**config.mk**
```make
export PLATFORM = sky130hd
export DESIGN_NAME = ir_pulse_width_frame_decoder
export DESIGN_NICKNAME = d
export VERILOG_FILES = /design/src/ipwd_pkg.sv /design/src/ipwd_core.sv /design/src/ir_pulse_width_frame_decoder.sv
export SDC_FILE = /design/constraint.sdc
export NUM_CORES = 1
export LEC_CHECK = 0
export BUFFER_PORTS_ARGS = -buffer_cell sky130_fd_sc_hd__buf_2
export CAP_MARGIN = 10
export CORE_ASPECT_RATIO = 1.75
export CORE_MARGIN = 5
export CORE_UTILIZATION = 52
export DETAILED_ROUTE_END_ITERATION = 12
export GPL_TIMING_DRIVEN = 1
export PLACE_DENSITY = 0.76
export SETUP_SLACK_MARGIN = 0.5
export SYNTH_ARGS = -nofsm -noshare
export SYNTH_HDL_FRONTEND = slang
export SYNTH_SLANG_ARGS = --single-unit
```
**constraint.sdc**
```tcl
create_clock -name clk -period 2.35 [get_ports clk]
set_input_delay 0.47 -clock clk [delete_from_list [all_inputs] [get_ports clk]]
set_output_delay 0.47 -clock clk [all_outputs]
set_load 0.02 [all_outputs]
```
**src/ipwd_pkg.sv**
```systemverilog
// shared types and constants for the ir pulse width frame decoder
package ipwd_pkg;

	localparam int DURATION_WIDTH = 16;
	localparam int S_TDATA_WIDTH = ((DURATION_WIDTH + 7) / 8) * 8;
	localparam int CFG_WIDTH = 16;
	localparam int CMP_WIDTH = (DURATION_WIDTH > CFG_WIDTH) ? DURATION_WIDTH : CFG_WIDTH;

	localparam int LEN_WIDTH = 8;
	localparam int BITS_WIDTH = 20;
	localparam int CMD_BITS = 7;
	localparam int ADDR_BITS = 5;
	localparam int EXT_BITS = 8;
	localparam int EXT_SHIFT = 8;

	localparam logic [LEN_WIDTH-1:0] SHORT_LEN = 8'd26;
	localparam logic [LEN_WIDTH-1:0] LONG_LEN = 8'd42;
	localparam logic [LEN_WIDTH-1:0] SHORT_END_POS = 8'd25;
	localparam logic [LEN_WIDTH-1:0] LONG_END_POS = 8'd41;
	localparam logic [LEN_WIDTH-1:0] LEN_MAX = 8'd255;

	localparam logic [CFG_WIDTH-1:0] ONE_BIT_MIN_RESET = 16'd1100;
	localparam logic [CFG_WIDTH-1:0] ONE_BIT_MAX_RESET = 16'd1300;

	// request kinds
	localparam logic CMD_APPEND = 1'b0;
	localparam logic CMD_POLL = 1'b1;

	// configuration register indexes
	localparam logic REG_ONE_BIT_MIN = 1'b0;
	localparam logic REG_ONE_BIT_MAX = 1'b1;

	// frame kinds
	localparam logic [1:0] KIND_NONE = 2'd0;
	localparam logic [1:0] KIND_SHORT = 2'd1;
	localparam logic [1:0] KIND_LONG = 2'd2;

	typedef struct packed {
		logic [15:0] address_code;
		logic [7:0] command_code;
		logic [1:0] frame_kind;
		logic frame_ok;
	} result_t;

endpackage

```
**src/ipwd_core.sv**
```systemverilog
// capture state, bit classification and frame decode for one request per cycle while fire is high
module ipwd_core (
	input logic clk,
	input logic arst_n,
	input logic cfg_we,
	input logic cfg_index,
	input logic [ipwd_pkg::CFG_WIDTH-1:0] cfg_data,
	input logic fire,
	input logic cmd,
	input logic [ipwd_pkg::DURATION_WIDTH-1:0] duration,
	output ipwd_pkg::result_t result
);

	logic [ipwd_pkg::CFG_WIDTH-1:0] one_bit_min_q;
	logic [ipwd_pkg::CFG_WIDTH-1:0] one_bit_max_q;
	logic [ipwd_pkg::LEN_WIDTH-1:0] capture_length_q;
	logic [ipwd_pkg::BITS_WIDTH-1:0] data_bits_q;
	logic end_of_short_is_zero_q;
	logic end_of_long_is_zero_q;

	logic is_one;
	logic dur_zero;
	logic short_ok;
	logic long_ok;
	logic [ipwd_pkg::BITS_WIDTH-1:0] data_bits_next;
	logic [ipwd_pkg::LEN_WIDTH-1:0] len_next;

	assign is_one = (ipwd_pkg::CMP_WIDTH'(duration) > ipwd_pkg::CMP_WIDTH'(one_bit_min_q)) &&
		(ipwd_pkg::CMP_WIDTH'(duration) < ipwd_pkg::CMP_WIDTH'(one_bit_max_q));
	assign dur_zero = (duration == '0);
	assign short_ok = (capture_length_q >= ipwd_pkg::SHORT_LEN) && end_of_short_is_zero_q;
	assign long_ok = (capture_length_q >= ipwd_pkg::LONG_LEN) && end_of_long_is_zero_q;

	// even positions 2..40 carry data bits lsb first
	always_comb begin
		data_bits_next = data_bits_q;
		for (int i = 0; i < ipwd_pkg::BITS_WIDTH; i++) begin
			if (capture_length_q == ipwd_pkg::LEN_WIDTH'(2 * i + 2)) begin
				data_bits_next[i] = is_one;
			end
		end
	end

	always_comb begin
		len_next = capture_length_q;
		result.frame_ok = 1'b0;
		result.frame_kind = ipwd_pkg::KIND_NONE;
		result.command_code = capture_length_q;
		result.address_code = 16'(capture_length_q);
		if (cmd == ipwd_pkg::CMD_APPEND) begin
			if (capture_length_q != ipwd_pkg::LEN_MAX) begin
				len_next = capture_length_q + 1'b1;
			end
		end else if (short_ok) begin
			len_next = '0;
			result.frame_ok = 1'b1;
			result.frame_kind = ipwd_pkg::KIND_SHORT;
			result.command_code = 8'(data_bits_q[ipwd_pkg::CMD_BITS-1:0]);
			result.address_code = 16'(data_bits_q[ipwd_pkg::CMD_BITS +: ipwd_pkg::ADDR_BITS]);
		end else if (long_ok) begin
			len_next = '0;
			result.frame_ok = 1'b1;
			result.frame_kind = ipwd_pkg::KIND_LONG;
			result.command_code = 8'(data_bits_q[ipwd_pkg::CMD_BITS-1:0]);
			result.address_code =
				(16'(data_bits_q[ipwd_pkg::CMD_BITS + ipwd_pkg::ADDR_BITS +: ipwd_pkg::EXT_BITS])
					<< ipwd_pkg::EXT_SHIFT) |
				16'(data_bits_q[ipwd_pkg::CMD_BITS +: ipwd_pkg::ADDR_BITS]);
		end else if (capture_length_q >= ipwd_pkg::LONG_LEN) begin
			len_next = '0;
		end
	end

	always_ff @(posedge clk or negedge arst_n) begin
		if (!arst_n) begin
			one_bit_min_q <= ipwd_pkg::ONE_BIT_MIN_RESET;
			one_bit_max_q <= ipwd_pkg::ONE_BIT_MAX_RESET;
		end else if (cfg_we) begin
			if (cfg_index == ipwd_pkg::REG_ONE_BIT_MIN) begin
				one_bit_min_q <= cfg_data;
			end else begin
				one_bit_max_q <= cfg_data;
			end
		end
	end

	always_ff @(posedge clk or negedge arst_n) begin
		if (!arst_n) begin
			capture_length_q <= '0;
			data_bits_q <= '0;
			end_of_short_is_zero_q <= 1'b0;
			end_of_long_is_zero_q <= 1'b0;
		end else if (fire) begin
			capture_length_q <= len_next;
			if (cmd == ipwd_pkg::CMD_APPEND) begin
				data_bits_q <= data_bits_next;
				if (capture_length_q == ipwd_pkg::SHORT_END_POS) begin
					end_of_short_is_zero_q <= dur_zero;
				end
				if (capture_length_q == ipwd_pkg::LONG_END_POS) begin
					end_of_long_is_zero_q <= dur_zero;
				end
			end
		end
	end

endmodule

```
**src/ir_pulse_width_frame_decoder.sv**
```systemverilog
// top level of the ir pulse width frame decoder: input register, core and result register
//
// usage
//   slave stream: s_tuser selects the request, 0 appends the captured duration in
//   s_tdata to the capture sequence, 1 polls for a decoded frame
//   master stream: one result per poll, none per append; m_tuser carries frame_ok
//   and frame_kind (0 none, 1 twelve-bit, 2 twenty-bit), m_tdata carries the
//   command code and the address code (the capture length on a failed poll)
//   config port: cfg_we writes cfg_data into register cfg_index (0 one_bit_min,
//   1 one_bit_max); write only while the block is idle, which it does not enforce
// timing
//   a request waits in the input register; a poll is decoded from there into the
//   result register and its result is offered on the master side from then on;
//   the input register and the result register let a new request be taken every
//   cycle while no poll is held back by a waiting result
// reset
//   arst_n clears the capture length, data bits and end flags, sets the bounds to
//   1100 and 1300 ticks and empties both registers
// stalls
//   while m_tready is low and a result waits, appends keep flowing; a poll waits in
//   the input register with s_tready low until the result register frees
module ir_pulse_width_frame_decoder (
	input logic clk,
	input logic arst_n,
	input logic s_tvalid,
	output logic s_tready,
	input logic [ipwd_pkg::S_TDATA_WIDTH-1:0] s_tdata,   // [15:0] duration
	input logic [0:0] s_tuser,    // [0] cmd
	output logic m_tvalid,
	input logic m_tready,
	output logic [23:0] m_tdata,  // [7:0] command_code, [23:8] address_code
	output logic [2:0] m_tuser,   // [0] frame_ok, [2:1] frame_kind
	input logic cfg_we,
	input logic cfg_index,
	input logic [ipwd_pkg::CFG_WIDTH-1:0] cfg_data
);

	// input register
	logic valid_s1;
	logic cmd_s1;
	logic [ipwd_pkg::DURATION_WIDTH-1:0] duration_s1;

	// result register
	logic m_valid_q;
	ipwd_pkg::result_t result_q;

	ipwd_pkg::result_t result;
	logic fire;
	logic s_fire;

	// an append never needs the result register; a poll needs it free or draining
	assign fire = valid_s1 &&
		((cmd_s1 == ipwd_pkg::CMD_APPEND) || !m_valid_q || m_tready);
	assign s_tready = !valid_s1 || fire;
	assign s_fire = s_tvalid && s_tready;

	always_ff @(posedge clk or negedge arst_n) begin
		if (!arst_n) begin
			valid_s1 <= 1'b0;
		end else if (s_tready) begin
			valid_s1 <= s_tvalid;
		end
	end

	always_ff @(posedge clk) begin
		if (s_fire) begin
			cmd_s1 <= s_tuser[0];
			duration_s1 <= ipwd_pkg::DURATION_WIDTH'(s_tdata);
		end
	end

	ipwd_core u_core (
		.clk(clk),
		.arst_n(arst_n),
		.cfg_we(cfg_we),
		.cfg_index(cfg_index),
		.cfg_data(cfg_data),
		.fire(fire),
		.cmd(cmd_s1),
		.duration(duration_s1),
		.result(result)
	);

	always_ff @(posedge clk or negedge arst_n) begin
		if (!arst_n) begin
			m_valid_q <= 1'b0;
		end else if (fire && (cmd_s1 == ipwd_pkg::CMD_POLL)) begin
			m_valid_q <= 1'b1;
		end else if (m_tready) begin
			m_valid_q <= 1'b0;
		end
	end

	always_ff @(posedge clk) begin
		if (fire && (cmd_s1 == ipwd_pkg::CMD_POLL)) begin
			result_q <= result;
		end
	end

	assign m_tvalid = m_valid_q;
	assign m_tdata = {result_q.address_code, result_q.command_code};
	assign m_tuser = {result_q.frame_kind, result_q.frame_ok};

endmodule

```
==> results of run 1 <==
path summary, 6_finish.rpt:
path / from / to / slack [ns]
min: arst_n / u_core.data_bits_q[3] / 0.15
max in group asynchronous: arst_n / u_core.one_bit_max_q[10] / 1.50
max: u_core.one_bit_min_q[6] / u_core.data_bits_q[18] / -0.002
min reg2reg: u_core.end_of_long_is_zero_q / u_core.end_of_long_is_zero_q / 0.50
min in group clk: s_tdata[0] / duration_s1[0] / 0.28
max reg2reg: u_core.one_bit_min_q[6] / u_core.data_bits_q[18] / -0.002
through the flow:
step / cell area, um^2 / setup WS [ns]
2_1_floorplan: 5306 / 0.3423
3_3_place_gp: 6017 / -0.4018
3_5_place_dp: 6017 / -0.5013
4_1_cts: 6507 / 0.1234
5_1_grt: 6540 / -0.04492
6_report: 6540 / -0.002082
what timing repair did:
action                                  CTS  global route
cloned                                    1             0
resized for setup                        16             5
endpoints found under the setup margin   80            54
pin swaps                                 7             3
buffers inserted                          8             0
critical path: cells and delay by family, from the launching register on:
kind	cells	cell delay [ns]
muxes	1	0.13
DFF	1	0.52
adders and majority gates	1	0.28
AOI/OAI and AO/OA	3	0.72
and+or+nand+nor	1	0.22
buffers and inverters	3	0.42
cell type report:
class                           count  area [um^2]  share of cell area (%)
Sequential cell                   107         2904                   44.40
Timing Repair Buffer              114        729.5                   11.15
Clock inverter                      7        98.84                   1.511
Inverter                           35        133.9                   2.047
Clock buffer                        9        225.2                   3.444
Multi-Input combinational cell    274         2292                   35.05
Tap cell                          125        156.4                   2.391
cells in the mapped netlist, types with 8 or more instances:
cell      instances
dfrtp_1          56
nand2_1          46
edfxtp_1         43
mux2_2           43
ha_1             35
inv_1            35
o21ai_0          30
nand3_1          22
a21oi_1          15
and2_1           12
nand4_1          10
nor2b_1          10
clkbuf_1          9
dfstp_2           8
where the power goes:
part	internal [mW]	switching, mW
Sequential	2.19	0.148
Clock	0.942	0.711
Combinational	0.525	0.598
Total	3.65	1.46
cell families after synthesis:
| group | Yosys count | share of synthesized area (%) |
|---|---|---|
| fa+ha+maj | 35 | 8.462 |
| mux | 44 | 9.550 |
| buf+inv | 54 | 4.545 |
| flops | 107 | 56.09 |
| compound gates | 69 | 9.067 |
| simple gates | 125 | 12.28 |
flip-flops by register name, indices dropped and copies added (netlist names):
signal,flops
u_core.end_of_short_is_zero_q,1
cmd_s1,1
m_tdata,23
u_core.one_bit_min_q,16
u_core.data_bits_q,20
u_core.end_of_long_is_zero_q,1
u_core.one_bit_max_q,16
m_tvalid,1
duration_s1,16
m_tuser,3
u_core.capture_length_q,8
valid_s1,1
routing by layer:
| layer | wire, um | vias to the layer above |
|---|---|---|
| li1 | - | 1765 |
| met5 | 0 | - |
| met1 | 3996 | 1818 |
| met2 | 6641 | 135 |
| met4 | 624 | 0 |
| met3 | 579 | 43 |
==> impl_metrics.tcl, run 1 <==
set metrics [dict create \
    initial_utilization_pct 52.86 \
    max_stage_delay_ns 0.52 \
    synth-warning-count 0 \
    hold_violations 0 \
    clk_pin_slew_worst_paths_ns 0.08 \
    fin_crit_ns 2.352 \
    use_met3_pct 4.171 \
    final_layout_size_suffix_gt1_share_pct 39.01 \
    synth_top_area_share_pct 27.08 \
    die_y_um 142.0 \
    routed_via_density 5.605 \
    worstHoldPathType "input port to asynchronous set/reset pin" \
    rsz0062_at_grt "true" \
    cp_common_cell "buf_4" \
    overflow 0 \
    ys_seq_area_share_pct 56.09 \
    fin_tns_setup_ns -0.003916 \
    crit_type "flip-flop to flip-flop" \
    hpwl_um 8540 \
    num_rows 48 \
    synth_seq_cells 107 \
    syn_area_per_cell_um2 11.92 \
    startpoint_type "flip-flop" \
    final_cell_mix "buf_2 (67), dfrtp_1 (55), nand2_1 (46), edfxtp_1 (43), buf_4 (43)" \
    cts_hold_buf 0 \
    dieArea_um2 12130 \
    nNetsFinal 615 \
    antenna_found_initial 0 \
    syn_inst 434 \
    cts-buffers-inserted 9 \
    drc 0 \
    crit_fanout 3 \
    layout_commonest_cell "buf_2" \
    status "complete, but fails checks" \
    max_freq_ghz 0.4252 \
    finish.utilization_pct 66.81 \
    dr_total_vias 3761 \
    synth_nets 508 \
    finalSetupViolations 3 \
    routed_wl_um 11840 \
    grt_max_degree 37 \
    post_drt_wl_per_cell_um 17.65 \
    whs_ns 0.1465 \
    ant_nets 0 \
    grt.total_usage_pct 20.44 \
    ir_drop_v 0.0005920 \
    p_leak_nw 2.977 \
    path_cells "inv_1 > ha_4 > nand4_1 > a2111oi_4 > a211oi_2 > buf_4 > a211oi_4 > buf_4 > mux2_4" \
    failed_checks "negative setup slack" \
    h-tree-depth 3 \
    yosysUniqueCellTypes 44 \
    grt_first_pass_wirelength_um 19190 \
    end_kind "flip-flop" \
    p_per_area_nw_per_um2 781.2 \
    busiest_layer "met2" \
    period_share_pct 100.1 \
    area_growth_pct 26.38 \
    arrival_ns 2.65 \
    dieWidth_um 85.41 \
    synthArstFlopShare_pct 59.81 \
    n_antenna_cell 0 \
    cts_tree "built" \
    dp.cells 646 \
    clkSinkCount 107 \
    worstRegToRegCells 9 \
    relSlewSlack_pct 47.98 \
    clk-insertion-delay-late_ns 0.36 \
    crit_required_ns 2.65 \
    synth_area_um2 5175 \
    final_cells 671 \
    clk_path_buf_depth 2 \
    fillers 729 \
    cap_violations 0 \
    power_mw 5.109 \
    first_pass_iters 4 \
    first_iter_violations 272 \
    fin_ws_ns -0.002082 \
    worst_clock_skew_ns 0.01077 \
    slowest_stage "dfstp_2" \
    grtUsageMet1_pct 19.92 \
    synth_top_cell_by_area "dfrtp_1" \
    io_pins 68 \
    synthTopCellsByArea "dfrtp_1 (27%), edfxtp_1 (25%), mux2_2 (9.4%)" \
    synth_edf_count 43 \
    grt_pass1_vias 4061 \
    core_area_um2 9789 \
    worst_pin_slew_ns 0.7803 \
    io_buffers 67 \
    gp_congestion 0.8717 \
    cts-root-buf "clkbuf_16" \
    maxSlewViolCount 0 \
    use_met2_pct 38.07 \
    synth_ff_type "dfrtp_1" \
]
Note: power is estimated with default switching activity, not from simulation.
==> run 2: changes to the inputs <==
--- a/config.mk
+++ b/config.mk
@@ -14,6 +14,7 @@
 export GPL_TIMING_DRIVEN = 1
 export PLACE_DENSITY = 0.76
 export SETUP_SLACK_MARGIN = 0.5
+export SKIP_CTS_REPAIR_TIMING = 1
 export SYNTH_ARGS = -nofsm -noshare
 export SYNTH_HDL_FRONTEND = slang
 export SYNTH_SLANG_ARGS = --single-unit
==> run 2 against run 1 <==
Net effect:
- the run still ends with negative setup slack left
- cell count increased by 3.1%
- clock skew decreased by 0.0019 ns
- critical path depth increased by 2
- global-route usage decreased by 0.82 points
- worst hold slack improved by 0.0079 ns
- design area increased by 4.9%
- count of clock-buffer cells in the layout unchanged
- maximum frequency decreased by 1.1%
- clock power about the same
- combinational power increased by 12%
- sequential share of layout area decreased by 2.0 points
- critical path type unchanged
- critical endpoint is now u_core.data_bits_q[14]
==> impl_metrics.tcl, run 2 (synthesis gave the netlist of run 1 again) <==
set metrics [dict create \
    arrival_ns 2.62 \
    grt_first_pass_wirelength_um 18480 \
    worstHoldPathType "input port to asynchronous set/reset pin" \
    cap_violations 0 \
    cp_common_cell "buf_6" \
    io_buffers 67 \
    n_antenna_cell 0 \
    switchingPower_mw 1.514 \
    startpoint_type "flip-flop" \
    overflow 0 \
    fin_ws_ns -0.02714 \
    clkSinkCount 107 \
    power_mw 5.256 \
    grt_pass1_vias 3951 \
    nNetsFinal 636 \
    h-tree-depth 3 \
    clk_path_buf_depth 2 \
    final_cell_mix "buf_2 (67), dfrtp_1 (53), buf_4 (51), edfxtp_1 (43), nand2_1 (37)" \
    routed_wl_um 12610 \
    rsz0062_at_grt "true" \
    final_layout_size_suffix_gt1_share_pct 45.86 \
    antenna_found_initial 0 \
    path_cells "inv_2 > ha_4 > nand4_1 > nor4_2 > a211oi_1 > o21ai_1 > a211oi_2 > buf_4 > buf_6 > buf_6 > mux2_4" \
    maxSlewViolCount 0 \
    critPathBufInv 4 \
    io_pins 68 \
    hold_violations 0 \
    clk-insertion-delay-late_ns 0.35 \
    clk_pin_slew_worst_paths_ns 0.07 \
    num_rows 48 \
    crit_required_ns 2.59 \
    r2r_start "u_core.one_bit_min_q[6]" \
    multiInputGateArea_um2 2395 \
    p_per_area_nw_per_um2 766.2 \
    crit_family "simple AND/OR/NAND/NOR gates" \
    seq_area_um2 2907 \
    status "complete, but fails checks" \
    worstRegToRegCells 11 \
    cts-root-buf "clkbuf_16" \
    swShare_pct 28.80 \
    failed_checks "negative setup slack" \
    worst_clock_skew_ns 0.008885 \
    grt.total_usage_pct 19.62 \
    relSlewSlack_pct 47.12 \
    layout_commonest_cell "buf_2" \
    finalSetupViolations 2 \
    worst_pin_slew_ns 0.7932 \
    die_y_um 142.0 \
    p_seq_share_pct 44.7 \
    dr_total_vias 3903 \
    drc 0 \
    ir_drop_v 0.0005646 \
    fin_tns_setup_ns -0.04826 \
    post_drt_wl_per_cell_um 18.23 \
    ant_nets 0 \
    first_pass_iters 5 \
    fillers 654 \
    intPower_mw 3.742 \
    combPwrFrac_pct 23.8 \
    r2r-end "u_core.data_bits_q[14]" \
    crit_fanout 3 \
    end_kind "flip-flop" \
    dieWidth_um 85.41 \
    r2r_slack_ns -0.03 \
    slowest_stage "dfstp_2" \
    cts_tree "built" \
    largest_reg_flops 23 \
    max_freq_ghz 0.4207 \
    crit_type "flip-flop to flip-flop" \
    dpl-instance-area_um2 6017 \
    area_growth_pct 32.57 \
    fin_crit_ns 2.377 \
    hpwl_um 8540 \
    finalInstanceArea_um2 6860 \
    dieArea_um2 12130 \
    p_leak_nw 3.124 \
    core_area_um2 9789 \
    grt_max_degree 37 \
    crit_start "u_core.one_bit_min_q[6]" \
    gp_congestion 0.8717 \
    initial_utilization_pct 52.86 \
    dp.cells 646 \
    final_cells 692 \
    period_share_pct 101.2 \
    cts-buffers-inserted 9 \
    first_iter_violations 305 \
    routed_via_density 5.640 \
    clkPwrFrac_pct 31.6 \
    max_stage_delay_ns 0.53 \
]
==> run 2: cell types whose count changed in the layout (fill, tap and decap cells not counted), sizes merged <==
cell / previous run / this run
clkbuf: 9 / 10
a211oi: 5 / 4
nor2: 7 / 8
buf: 114 / 134
==> run 2: metrics by stage <==
stage | hold slack (ns) | setup WS, ns | util, %
global route | 0.2040 | -0.06148 | 70.08
floorplan | 0.1744 | 0.3423 | -
global placement | 0.4788 | -0.4018 | 61.46
finish | 0.1545 | -0.02714 | 70.08
detailed placement | 0.4834 | -0.5013 | 61.46
CTS | 0.1640 | -0.5328 | 64.78
==> run 2: worst max-delay path by stage <==
| stage | end | slack (ns) | cells after the start |
|---|---|---|---|
| 2_1_floorplan | m_tdata[6] | 0.34 | 9 |
| 3_3_place_gp | u_core.data_bits_q[10] | -0.40 | 7 |
| 3_5_place_dp | u_core.data_bits_q[14] | -0.50 | 7 |
| 4_1_cts | u_core.data_bits_q[14] | -0.53 | 7 |
| 5_1_grt | u_core.data_bits_q[14] | -0.06 | 11 |
| 6_report | u_core.data_bits_q[14] | -0.03 | 11 |
==> run 2: layout make-up <==
type                    count  share of cell area [%]
flip-flops and latches    107                   42.37
multi-input cells         274                   34.91
repair buffers            135                   13.77
clock buffers               9                   3.283
well taps                 125                   2.280
inverters                  35                   1.951
clock inverters             7                   1.441
==> run 2: per-layer routing <==
| metal | share of wire [%] | global-route usage (%) |
|---|---|---|
| met5 | 0 | 0 |
| met1 | 34 | 19.41 |
| met4 | 5.1 | 11.18 |
| met2 | 57 | 37.38 |
| met3 | 4.4 | 3.476 |
==> run 2: power groups by stage <==
stage          Combinational, mW  Clock [mW]  Sequential (mW)
2_1_floorplan              0.634           0             2.36
3_3_place_gp               0.977           0             2.35
3_5_place_dp                1.01           0             2.36
4_1_cts                     1.02        1.66             2.32
5_1_grt                     1.35        1.75             2.37
6_report                    1.25        1.66             2.35
==> run 3: changes to the inputs <==
--- a/config.mk
+++ b/config.mk
@@ -5,14 +5,15 @@
 export SDC_FILE = /design/constraint.sdc
 export NUM_CORES = 1
 export LEC_CHECK = 0
+export ABC_AREA = 1
 export BUFFER_PORTS_ARGS = -buffer_cell sky130_fd_sc_hd__buf_2
 export CAP_MARGIN = 10
 export CORE_ASPECT_RATIO = 1.75
 export CORE_MARGIN = 5
-export CORE_UTILIZATION = 52
+export CORE_UTILIZATION = 53
 export DETAILED_ROUTE_END_ITERATION = 12
 export GPL_TIMING_DRIVEN = 1
-export PLACE_DENSITY = 0.76
+export PLACE_DENSITY = 0.77
 export SETUP_SLACK_MARGIN = 0.5
 export SKIP_CTS_REPAIR_TIMING = 1
 export SYNTH_ARGS = -nofsm -noshare
==> run 3 against run 2 <==
Net effect:
- the flow now finishes without violations
- non-clock buffer count fell by 40
- setup slack better by 0.48 ns
- wire length grew 2.8%
- design area fell by 4.0%
- register-to-register slack better by 0.48 ns
- via count increased by 17%
- synthesized cell count rose by 41%
- combinational power is 29% lower
- critical path type unchanged
==> impl_metrics.tcl, run 3 <==
set metrics [dict create \
    core_area_um2 10240 \
    n_antenna_cell 0 \
    nNetsFinal 775 \
    post_drt_wl_per_cell_um 15.56 \
    io_pins 68 \
    syn_inst 614 \
    cap_violations 0 \
    clk_pin_slew_worst_paths_ns 0.08 \
    final_layout_size_suffix_gt1_share_pct 26.20 \
    rsz0062_at_grt "true" \
    cts-root-buf "clkbuf_16" \
    status "finished clean" \
    cts_tree "built" \
    crit_fanout 5 \
    hpwl_um 8888 \
    synthTopCellsByArea "dfrtp_1 (25%), edfxtp_1 (23%), nand2_1 (10%)" \
    io_buffers 67 \
    crit_required_ns 2.64 \
    finalInstanceArea_um2 6583 \
    p_leak_nw 3.172 \
    worst_pin_slew_ns 0.6707 \
    startpoint_type "flip-flop" \
    max_freq_ghz 0.5281 \
    synth_top_cell_by_area "dfrtp_1" \
    fin_tns_setup_ns 0 \
    layout_commonest_cell "nand2_1" \
    synth_seq_cells 107 \
    synthXorXnorAreaFrac_pct 0.4765 \
    overflow 0 \
    relSlewSlack_pct 55.24 \
    seq_area_um2 2908 \
    yosysUniqueCellTypes 37 \
    antenna_found_initial 0 \
    synth_nets 688 \
    synthArstFlopShare_pct 59.81 \
    area_growth_pct 19.38 \
    synthTopCellsByCount "nand2_1 (151), inv_1 (91), dfrtp_1 (56), o21ai_0 (46), edfxtp_1 (43)" \
    end_kind "flip-flop" \
    synth_area_um2 5514 \
    synthMuxAreaShare_pct 0 \
    syn_area_per_cell_um2 8.981 \
    grt_pass1_vias 4210 \
    synth_ff_type "dfrtp_1" \
    maxSlewViolCount 0 \
    first_iter_violations 453 \
    routed_wl_um 12960 \
    yosysMostFrequentCell "nand2_1" \
    synth-warning-count 0 \
    dr_total_vias 4548 \
    routed_via_density 5.460 \
    cts-buffers-inserted 9 \
    synth_top_area_share_pct 25.41 \
    grt.total_usage_pct 18.99 \
    multiInputGateArea_um2 2241 \
    clk-insertion-delay-late_ns 0.35 \
    hold_violations 0 \
    largest_reg_flops 23 \
    die_y_um 144.9 \
    synth_edf_count 43 \
    num_rows 49 \
    clk_path_buf_depth 2 \
    worstHoldPathType "input port to asynchronous set/reset pin" \
    dieWidth_um 87.11 \
    ir_drop_v 0.0005331 \
    gp_congestion 0.8542 \
    synth-adder-area-share_pct 7.942 \
    initial_utilization_pct 53.86 \
    worst_clock_skew_ns 0.008063 \
    final_cell_mix "nand2_1 (145), inv_1 (88), buf_2 (67), dfrtp_1 (52), o21ai_0 (45)" \
    power_mw 4.554 \
    finalSetupViolations 0 \
    synth-compound-area-share_pct 6.853 \
    clkSinkCount 107 \
    grt_first_pass_wirelength_um 19060 \
    dpl-instance-area_um2 5995 \
    ys_seq_area_share_pct 52.64 \
    ant_nets 0 \
    synth_top_family_by_area "simple AND/OR/NAND/NOR gates" \
    h-tree-depth 3 \
    synthSimpleGateAreaFrac_pct 23.37 \
    crit_type "flip-flop to flip-flop" \
    arrival_ns 2.19 \
    fillers 798 \
    grt_max_degree 65 \
    dieArea_um2 12620 \
    fin_crit_ns 1.893 \
    period_share_pct 80.57 \
    drc 0 \
    p_per_area_nw_per_um2 691.8 \
    first_pass_iters 6 \
]
[run 3: cell count changes in the layout (fill, tap and decap cells not counted), moves of 8 or more]
| cell | change |
|---|---|
| inv_1 | +58 |
| nor2_2 | +9 |
| o21ai_0 | +27 |
| buf_4 | -31 |
| nand4_1 | +16 |
| nand2_1 | +108 |
| nor3_1 | +13 |
| buf_6 | -10 |
| o21ai_1 | -8 |
| mux2_2 | -23 |
| nor2_1 | +30 |
| mux2_4 | -20 |
[run 3: kinds of logic (layout without fill, tap and decap cells)]
logic type | count (synthesis) | after routing
AND/OR/NAND/NOR | 283 | 283
flip-flops | 107 | 107
adder cells (fa/ha/maj) | 35 | 35
XOR/XNOR | 3 | 3
buffers and inverters | 118 | 210
AO/OA/AOI/OAI | 68 | 68
[run 3: metal layers]
metal	GRT usage, %	wire length (um)	vias to the layer above
li1	-	-	2167
met3	2.893	767	47
met1	20.53	4525	2130
met5	0	0	-
met2	34.70	7114	204
met4	9.447	555	0
[run 3: final timing paths]
check	startpoint	endpoint	slack [ns]	cells past startpoint
worst min register to register	u_core.one_bit_max_q[14]	u_core.one_bit_max_q[14]	0.48	2
min in group clk	s_tdata[1]	duration_s1[1]	0.29	1
worst min-delay path	arst_n	u_core.data_bits_q[10]	0.12	2
max in group asynchronous	arst_n	u_core.one_bit_min_q[3]	1.90	2
worst max-delay path	duration_s1[11]	u_core.data_bits_q[10]	0.46	9
worst max register to register	duration_s1[11]	u_core.data_bits_q[10]	0.46	9
[run 3: power by group]
part / switching, mW / internal [mW] / total [mW]
clock network: 0.723 / 0.736 / 1.46
registers: 0.0985 / 2.11 / 2.21
logic: 0.532 / 0.350 / 0.882
total: 1.35 / 3.20 / 4.55
[run 3: final cells by class]
type / instances / area share (%)
inverters: 99 / 5.645
clock inverters: 7 / 0.8934
multi-input cells: 389 / 34.04
clock buffers: 9 / 3.421
flip-flops and latches: 107 / 44.17
well taps: 127 / 2.414
repair buffers: 95 / 9.409
[run 3: metrics by stage]
step	setup slack [ns]	util (%)	hold WS, ns	cells
after global routing	0.3570	64.29	0.1778	833
after floorplan	0.5935	-	0.1744	614
after CTS	-0.1137	61.32	0.1405	816
after detailed placement	-0.07127	58.55	0.4746	800
final	0.4566	64.29	0.1189	833
after global placement	-0.0009623	58.55	0.4660	800
[run 3: worst max-delay path, cell delays in order, from the launching register on]
cell and delay [ns]:
edfxtp_1 0.45, ha_1 0.37, nand2_2 0.10, o21bai_4 0.18
a21oi_2 0.18, nor2_2 0.08, nand2_4 0.12, clkbuf_16 0.16
nand4_1 0.09, nand2_1 0.10
